===== src/rtl/core/differential_drive_odometry_assert.svh =====
// Assertion macros shared by the odometry RTL.
// Expects clk and arst_n in the scope of each use.
`ifndef DIFFERENTIAL_DRIVE_ODOMETRY_ASSERT_SVH
`define DIFFERENTIAL_DRIVE_ODOMETRY_ASSERT_SVH

// Consequence must hold in the cycle after the antecedent
`define DDO_ASSERT_NEXT(lbl, ante, cons) \
	lbl: assert property (@(posedge clk) disable iff (!arst_n) (ante) |=> (cons)) \
		else $error("odometry assertion failed");

// Consequence must hold in the same cycle as the antecedent
`define DDO_ASSERT_NOW(lbl, ante, cons) \
	lbl: assert property (@(posedge clk) disable iff (!arst_n) (ante) |-> (cons)) \
		else $error("odometry assertion failed");

`endif


===== src/rtl/core/ddo_pkg.sv =====
// Shared types, widths and constants of the odometry block.
// No dependencies; imported by the controller, datapath and top level.
package ddo_pkg;

	localparam int COUNTER_BITS_DEF = 16;
	localparam int CORDIC_STEPS_DEF = 20;

	localparam int CFG_W     = 24;
	localparam int CFG_IDX_W = 2;
	localparam int POS_W     = 48;
	localparam int HEAD_W    = 25;
	localparam int SPD_W     = 27;
	localparam int RATE_W    = 40;
	localparam int ACC_W     = 48;
	localparam int W_W       = 36;   // internal angular speed, never exceeds this
	localparam int WRAP_W    = 29;
	localparam int CORD_W    = 48;
	localparam int Z_W       = 34;
	localparam int CNT_W     = 6;

	localparam logic signed [WRAP_W-1:0] HALF_TURN = 29'sd11796480;
	localparam logic signed [WRAP_W-1:0] FULL_TURN = 29'sd23592960;
	localparam logic [29:0]              CORDIC_K  = 30'd652032874;
	localparam logic signed [Z_W-1:0]    Q24_90    = 34'sd1509949440;
	localparam logic signed [Z_W-1:0]    Q24_180   = 34'sd3019898880;
	// ceil(2^35 / 125): exact quotient by 125 for any 32-bit dividend
	localparam logic [28:0]              RECIP_125 = 29'd274877907;

	typedef enum logic [CFG_IDX_W-1:0] {
		CFG_LEFT_SCALE  = 2'd0,
		CFG_RIGHT_SCALE = 2'd1,
		CFG_TURN_GAIN   = 2'd2
	} cfg_idx_t;

	typedef enum logic [3:0] {
		OP_IDLE  = 4'd0,
		OP_LOAD  = 4'd1,
		OP_SPEED = 4'd2,
		OP_TURN  = 4'd3,
		OP_RATE  = 4'd4,
		OP_DIV   = 4'd5,
		OP_MID   = 4'd6,
		OP_WRAP  = 4'd7,
		OP_CINIT = 4'd8,
		OP_ROT   = 4'd9,
		OP_POS   = 4'd10,
		OP_FIN   = 4'd11,
		OP_PUB   = 4'd12
	} dp_op_t;

	typedef struct packed {
		dp_op_t           op;
		logic [CNT_W-1:0] cnt;
	} dp_cmd_t;

	typedef struct packed {
		logic wrap_ok;
	} dp_status_t;

	// Clamp to the wheel speed range
	function automatic logic signed [SPD_W-1:0] sat_speed(input logic signed [63:0] v);
		logic signed [63:0] hi;
		logic signed [63:0] lo;
		hi = 64'sd67108863;
		lo = -64'sd67108864;
		if (v > hi) begin
			sat_speed = hi[SPD_W-1:0];
		end else if (v < lo) begin
			sat_speed = lo[SPD_W-1:0];
		end else begin
			sat_speed = v[SPD_W-1:0];
		end
	endfunction

	// Arctangent of 2^-i in Q.24 degrees
	function automatic logic [29:0] atan_q24(input logic [4:0] i);
		case (i)
			5'd0:    atan_q24 = 30'd754974720;
			5'd1:    atan_q24 = 30'd445687602;
			5'd2:    atan_q24 = 30'd235489088;
			5'd3:    atan_q24 = 30'd119537938;
			5'd4:    atan_q24 = 30'd60000934;
			5'd5:    atan_q24 = 30'd30029717;
			5'd6:    atan_q24 = 30'd15018523;
			5'd7:    atan_q24 = 30'd7509720;
			5'd8:    atan_q24 = 30'd3754917;
			5'd9:    atan_q24 = 30'd1877466;
			5'd10:   atan_q24 = 30'd938734;
			5'd11:   atan_q24 = 30'd469367;
			5'd12:   atan_q24 = 30'd234684;
			5'd13:   atan_q24 = 30'd117342;
			5'd14:   atan_q24 = 30'd58671;
			5'd15:   atan_q24 = 30'd29335;
			5'd16:   atan_q24 = 30'd14668;
			5'd17:   atan_q24 = 30'd7334;
			5'd18:   atan_q24 = 30'd3667;
			5'd19:   atan_q24 = 30'd1833;
			5'd20:   atan_q24 = 30'd917;
			5'd21:   atan_q24 = 30'd458;
			5'd22:   atan_q24 = 30'd229;
			5'd23:   atan_q24 = 30'd115;
			5'd24:   atan_q24 = 30'd57;
			5'd25:   atan_q24 = 30'd29;
			5'd26:   atan_q24 = 30'd14;
			5'd27:   atan_q24 = 30'd7;
			5'd28:   atan_q24 = 30'd4;
			5'd29:   atan_q24 = 30'd2;
			5'd30:   atan_q24 = 30'd1;
			default: atan_q24 = 30'd0;
		endcase
	endfunction

endpackage


===== src/rtl/core/ddo_ctrl.sv =====
// Sequencing controller of the odometry block: handshakes and datapath commands.
// Depends on ddo_pkg and differential_drive_odometry_assert.svh.
`include "differential_drive_odometry_assert.svh"
module ddo_ctrl #(
	parameter int CORDIC_STEPS = ddo_pkg::CORDIC_STEPS_DEF
) (
	input  logic                clk,
	input  logic                arst_n,
	input  logic                in_valid,
	output logic                in_stall,
	output logic                out_valid,
	input  logic                out_stall,
	output ddo_pkg::dp_cmd_t    cmd,
	input  ddo_pkg::dp_status_t status
);
	import ddo_pkg::*;

	typedef enum logic [12:0] {
		ST_IDLE  = 13'b0000000000001,
		ST_SPEED = 13'b0000000000010,
		ST_TURN  = 13'b0000000000100,
		ST_RATE  = 13'b0000000001000,
		ST_DIV   = 13'b0000000010000,
		ST_MID   = 13'b0000000100000,
		ST_WRAPM = 13'b0000001000000,
		ST_CINIT = 13'b0000010000000,
		ST_ROT   = 13'b0000100000000,
		ST_POS   = 13'b0001000000000,
		ST_WRAPP = 13'b0010000000000,
		ST_FIN   = 13'b0100000000000,
		ST_OUT   = 13'b1000000000000
	} state_t;

	localparam logic [CNT_W-1:0] ROT_LAST = CNT_W'(CORDIC_STEPS - 1);

	state_t           state_q, state_d;
	logic [CNT_W-1:0] cnt_q, cnt_d;
	logic             out_valid_q, out_valid_d;
	logic             in_acc;
	logic             slot_free;

	assign in_stall  = (state_q != ST_IDLE);
	assign in_acc    = in_valid && !in_stall;
	assign slot_free = !out_valid_q || !out_stall;
	assign out_valid = out_valid_q;

	// Advance the sequence and issue one datapath command a cycle
	always_comb begin
		state_d     = state_q;
		cnt_d       = cnt_q;
		out_valid_d = out_valid_q && out_stall;
		cmd.op      = OP_IDLE;
		cmd.cnt     = cnt_q;
		case (state_q)
			ST_IDLE: begin
				if (in_acc) begin
					cmd.op  = OP_LOAD;
					state_d = ST_SPEED;
				end
			end
			ST_SPEED: begin
				cmd.op  = OP_SPEED;
				state_d = ST_TURN;
			end
			ST_TURN: begin
				cmd.op  = OP_TURN;
				state_d = ST_RATE;
			end
			ST_RATE: begin
				cmd.op  = OP_RATE;
				state_d = ST_DIV;
			end
			ST_DIV: begin
				cmd.op  = OP_DIV;
				state_d = ST_MID;
			end
			ST_MID: begin
				cmd.op  = OP_MID;
				state_d = ST_WRAPM;
			end
			ST_WRAPM: begin
				cmd.op = OP_WRAP;
				if (status.wrap_ok) begin
					state_d = ST_CINIT;
				end
			end
			ST_CINIT: begin
				cmd.op  = OP_CINIT;
				cnt_d   = '0;
				state_d = ST_ROT;
			end
			ST_ROT: begin
				cmd.op = OP_ROT;
				if (cnt_q == ROT_LAST) begin
					state_d = ST_POS;
				end else begin
					cnt_d = cnt_q + 1'b1;
				end
			end
			ST_POS: begin
				cmd.op  = OP_POS;
				state_d = ST_WRAPP;
			end
			ST_WRAPP: begin
				cmd.op = OP_WRAP;
				if (status.wrap_ok) begin
					state_d = ST_FIN;
				end
			end
			ST_FIN: begin
				cmd.op  = OP_FIN;
				state_d = ST_OUT;
			end
			ST_OUT: begin
				if (slot_free) begin
					cmd.op      = OP_PUB;
					out_valid_d = 1'b1;
					state_d     = ST_IDLE;
				end
			end
			default: begin
				state_d = ST_IDLE;
			end
		endcase
	end

	// Hold state, counter and output valid
	always_ff @(posedge clk or negedge arst_n) begin
		if (!arst_n) begin
			state_q     <= ST_IDLE;
			cnt_q       <= '0;
			out_valid_q <= 1'b0;
		end else begin
			state_q     <= state_d;
			cnt_q       <= cnt_d;
			out_valid_q <= out_valid_d;
		end
	end

	`DDO_ASSERT_NEXT(a_accept_starts, in_acc, state_q == ST_SPEED)
	`DDO_ASSERT_NOW(a_rot_in_range, state_q == ST_ROT, cnt_q <= ROT_LAST)
	`DDO_ASSERT_NEXT(a_publish, (state_q == ST_OUT) && slot_free, out_valid && state_q == ST_IDLE)

endmodule


===== config.mk =====
export PLATFORM = sky130hd
export DESIGN_NAME = ddo_ctrl
export DESIGN_NICKNAME = d
export VERILOG_FILES = /design/src/rtl/core/ddo_pkg.sv /design/src/rtl/core/ddo_ctrl.sv
export VERILOG_INCLUDE_DIRS = /design/src /design/src/rtl/core
export SDC_FILE = /design/constraint.sdc
export NUM_CORES = 1
export LEC_CHECK = 0
export BUFFER_PORTS_ARGS = -buffer_cell sky130_fd_sc_hd__buf_2
export CAP_MARGIN = 25
export CORE_UTILIZATION = 45
export CTS_CLUSTER_SIZE = 25
export DETAILED_ROUTE_END_ITERATION = 7
export PLACE_DENSITY = 0.72
export SLEW_MARGIN = 20
export SYNTH_ARGS = -nofsm -noshare
export SYNTH_HDL_FRONTEND = slang
export SYNTH_SLANG_ARGS = --single-unit

===== constraint.sdc =====
create_clock -name clk -period 2.3 [get_ports clk]
set_input_delay 0.345 -clock clk [delete_from_list [all_inputs] [get_ports clk]]
set_output_delay 0.345 -clock clk [all_outputs]
set_load 0.005 [all_outputs]

==> impl_results.md <==
* Fillers at 207
* F_max at 0.4035 GHz
* IO buf count at 16
* Placed Cells at 190
* Hold Path Cell Cnt at 3
* Most instantiated library cell after synthesis: dfrtp_1
* Global Route Usage Sum at 23.98%
* Top Ports at 17
* CTS tree: built
* Status: finished, violations left
* Post-DRT Antenna Nets at 0
* Slowest cell delay on critical path at 0.55 ns
* Final HPWL DP at 2416 microns
* Initial antenna violation count at 0
* Crit. End Element: output port
* P_leak at 0.8670 nW
* Slowest-stage cell, CP: or4_4
* Wirelength per Cell at 17.12 microns
* Final worst-path cycle share at 107.8%
* Root Driver: clkbuf_4
* # diodes at 0
* Initial core utilization at 47.41%
* Synthesized area at 1308 sq um
* Cell Pwr Density at 748.1 nW/um^2
* Layout area overhead at 33.88%
* Critical Path Start Type: flop
* Maximum VDD drop at 0.8094 mV
* Worst slew pin tran at 0.6207 ns
* Most frequent cells after synthesis: dfrtp_1 (19), nand2_1 (12), nand3_1 (8), nor3_1 (7), o21ai_1 (7)
* Num CTS Buffers at 3
* Arr. time, crit path at 2.13 ns
* Gpl congestion at 0.9192
* Share of layout cells above drive strength 1 at 46.07%
* Clock skew at 0.009531 ns
* Non-filler cells in the finished layout at 209
* Setup total negative slack at -0.8417 ns
* Yosys synthesis warning count at 0
* Skew-Pair Late Insertion Delay at 0.31 ns
* Synth Instances at 133
* Routed vias at 1,287
* Setup ws final at -0.1783 ns
* WL final at 3578 microns
* Die ar. at 3125 sq um
* Minimum clock period at 2.478 ns
* Maxcap violations at 0
* RSZ-0062 raised after global routing: yes
* Asr flop ratio synth at 100.0%
* Net Count, Synth at 139
* Fin nets at 185
* Final setup violation count at 10
* Largest net degree at the start of global routing at 21
* First-pass detailed-route iteration total at 4
* Slew headroom at 58.04%
* DRC violations left at 0
* Top cells by area, synth: dfrtp_1 (36%), buf_6 (3.4%), nand2_1 (3.4%)
* Failing checks: setup timing
* EDFF count, synth at 0
* Hold Crit Class: in -> reg
* Deepest clock path buffer count at 2
* Rows at 19
* Synth Area per Inst at 9.831 sq um
* Seq/Total Area, Yosys at 38.37%
* Final hold violations at 0
* Global-route wire length before repair at 5851 microns
* R2R depth at 11
* Post-synth top area share at 36.36%
* Synth cell types at 51
* Number of synthesized register bits at 20
* Clock transition at path regs at 0.12 ns
* Overflow after GRT at 0
* Initial DRC count at 96
* Via density at 6.158
* Area leader, netlist: dfrtp_1
* Number of global-route vias before repair at 1,259
* Crit-path cells: or4_4 > buf_6 > nor4_4 > and3_4 > a211oi_4 > nand3_1 > buf_2
* Die Y at 55.91 microns
* H-tree depth at 1
* Largest fanout on the critical path at 2
* Die width at 55.91 microns
* Clock sinks at 20
* Worst setup path class: reg -> out
* CP Data Required Time at 1.96 ns
* Core ar. at 2758 sq um
* Top FF cell, synth: dfrtp_1
* Max Slew Vio Count at 0
final cells by class:
| cell class | instances | area, sq um | area share (%) |
|---|---|---|---|
| clock buffers | 3 | 22.52 | 1.287 |
| clock inverters | 1 | 30.03 | 1.716 |
| inverters | 4 | 15.01 | 0.8578 |
| multi-input cells | 102 | 810.8 | 46.32 |
| flip-flops and latches | 20 | 503.0 | 28.73 |
| well taps | 31 | 38.79 | 2.216 |
| repair buffers | 48 | 330.3 | 18.87 |
metal layers:
metal  global-route usage [%]  up-vias  part of all wire [%]
met1                    34.49      629                    45
met4                    6.272        0                   1.0
met2                    38.73       53                    47
met3                    2.791        6                   6.9
li1                         -      599                     -
met5                        0        -                     0
power breakdown:
part | leakage [nW] | internal [mW] | total (mW) | switching (mW)
Clock | 0.0279 | 0.176 | 0.291 | 0.115
Sequential | 0.273 | 0.383 | 0.408 | 0.0250
Combinational | 0.566 | 0.280 | 0.611 | 0.330
Total | 0.867 | 0.840 | 1.31 | 0.470
sequential cells by signal, indices dropped and copies added (netlist names):
signal     cells
cnt_q          6
out_valid      1
state_q       13
timing repair:
| action | in CTS | in global routing |
|---|---|---|
| hold buffers | 1 | 0 |
| gates cloned | 0 | 0 |
| endpoints found under the hold margin | 19 | 0 |
| resized for setup | 14 | 7 |
| endpoints found under the setup margin | 5 | 11 |
| buffers inserted | 11 | 3 |
| pin swaps | 10 | 4 |
placed cells by master (no fill, tap or decap), types with 2 or more instances in the layout:
cell / n
buf_4: 29
dfrtp_1: 18
buf_2: 16
nand2_1: 12
nand3_1: 8
o21ai_1: 7
nor2_1: 5
inv_1: 4
nor4_4: 4
nor3_2: 4
nor3_1: 4
nor4_1: 4
nand4_1: 3
nor4b_1: 3
xor2_1: 3
and3_1: 3
clkbuf_4: 3
nor4_2: 2
or4_4: 2
or4b_4: 2
a21oi_1: 2
o21ai_0: 2
o21a_1: 2
buf_6: 2
kinds of logic (layout without fill, tap and decap cells):
logic type	Yosys count	count (layout)	share of synthesized area, %
simple gates	70	70	35.60
compound gates	27	27	15.79
flops	20	20	38.37
buf+inv	11	56	6.602
xor+xnor	4	4	2.680
fa+ha+maj	1	1	0.9568
stage by stage:
step / utilization, % / worst slack, ns / hold WS, ns / power (mW) / instance area [sq um]
after floorplan: - / 0.2736 / 0.04941 / 0.7439 / 1308
after global placement: 53.77 / 0.03257 / 0.3115 / 0.9100 / 1483
after detailed placement: 53.77 / -0.002113 / 0.3168 / 0.9195 / 1483
after CTS: 61.62 / -0.1655 / 0.2915 / 1.264 / 1699
after global routing: 63.48 / -0.2676 / 0.3187 / 1.378 / 1750
final: 63.48 / -0.1783 / 0.2870 / 1.310 / 1750
worst max-delay path: cells and delay by family, from the launching register on:
family	cells	cell delay, ns
simple gates	4	1.14
flops	1	0.39
buf+inv	2	0.25
compound gates	1	0.04
final timing paths:
| check | startpoint | end | slack [ns] |
|---|---|---|---|
| setup / recovery | state_q[4]$_DFFE_PN0P_ | cmd[6] | -0.18 |
| max in group asynchronous | arst_n | state_q[0]$_DFFE_PN1P_ | 1.43 |
| setup reg to reg | state_q[5]$_DFFE_PN0P_ | state_q[10]$_DFFE_PN0P_ | -0.08 |
| min in group asynchronous | arst_n | state_q[9]$_DFFE_PN0P_ | 0.51 |
| hold reg to reg | cnt_q[0]$_DFFE_PN0P_ | cnt_q[0]$_DFFE_PN0P_ | 0.55 |
| hold / removal | out_stall | state_q[12]$_DFFE_PN0P_ | 0.29 |
Note: power is estimated with default switching activity, not from simulation.
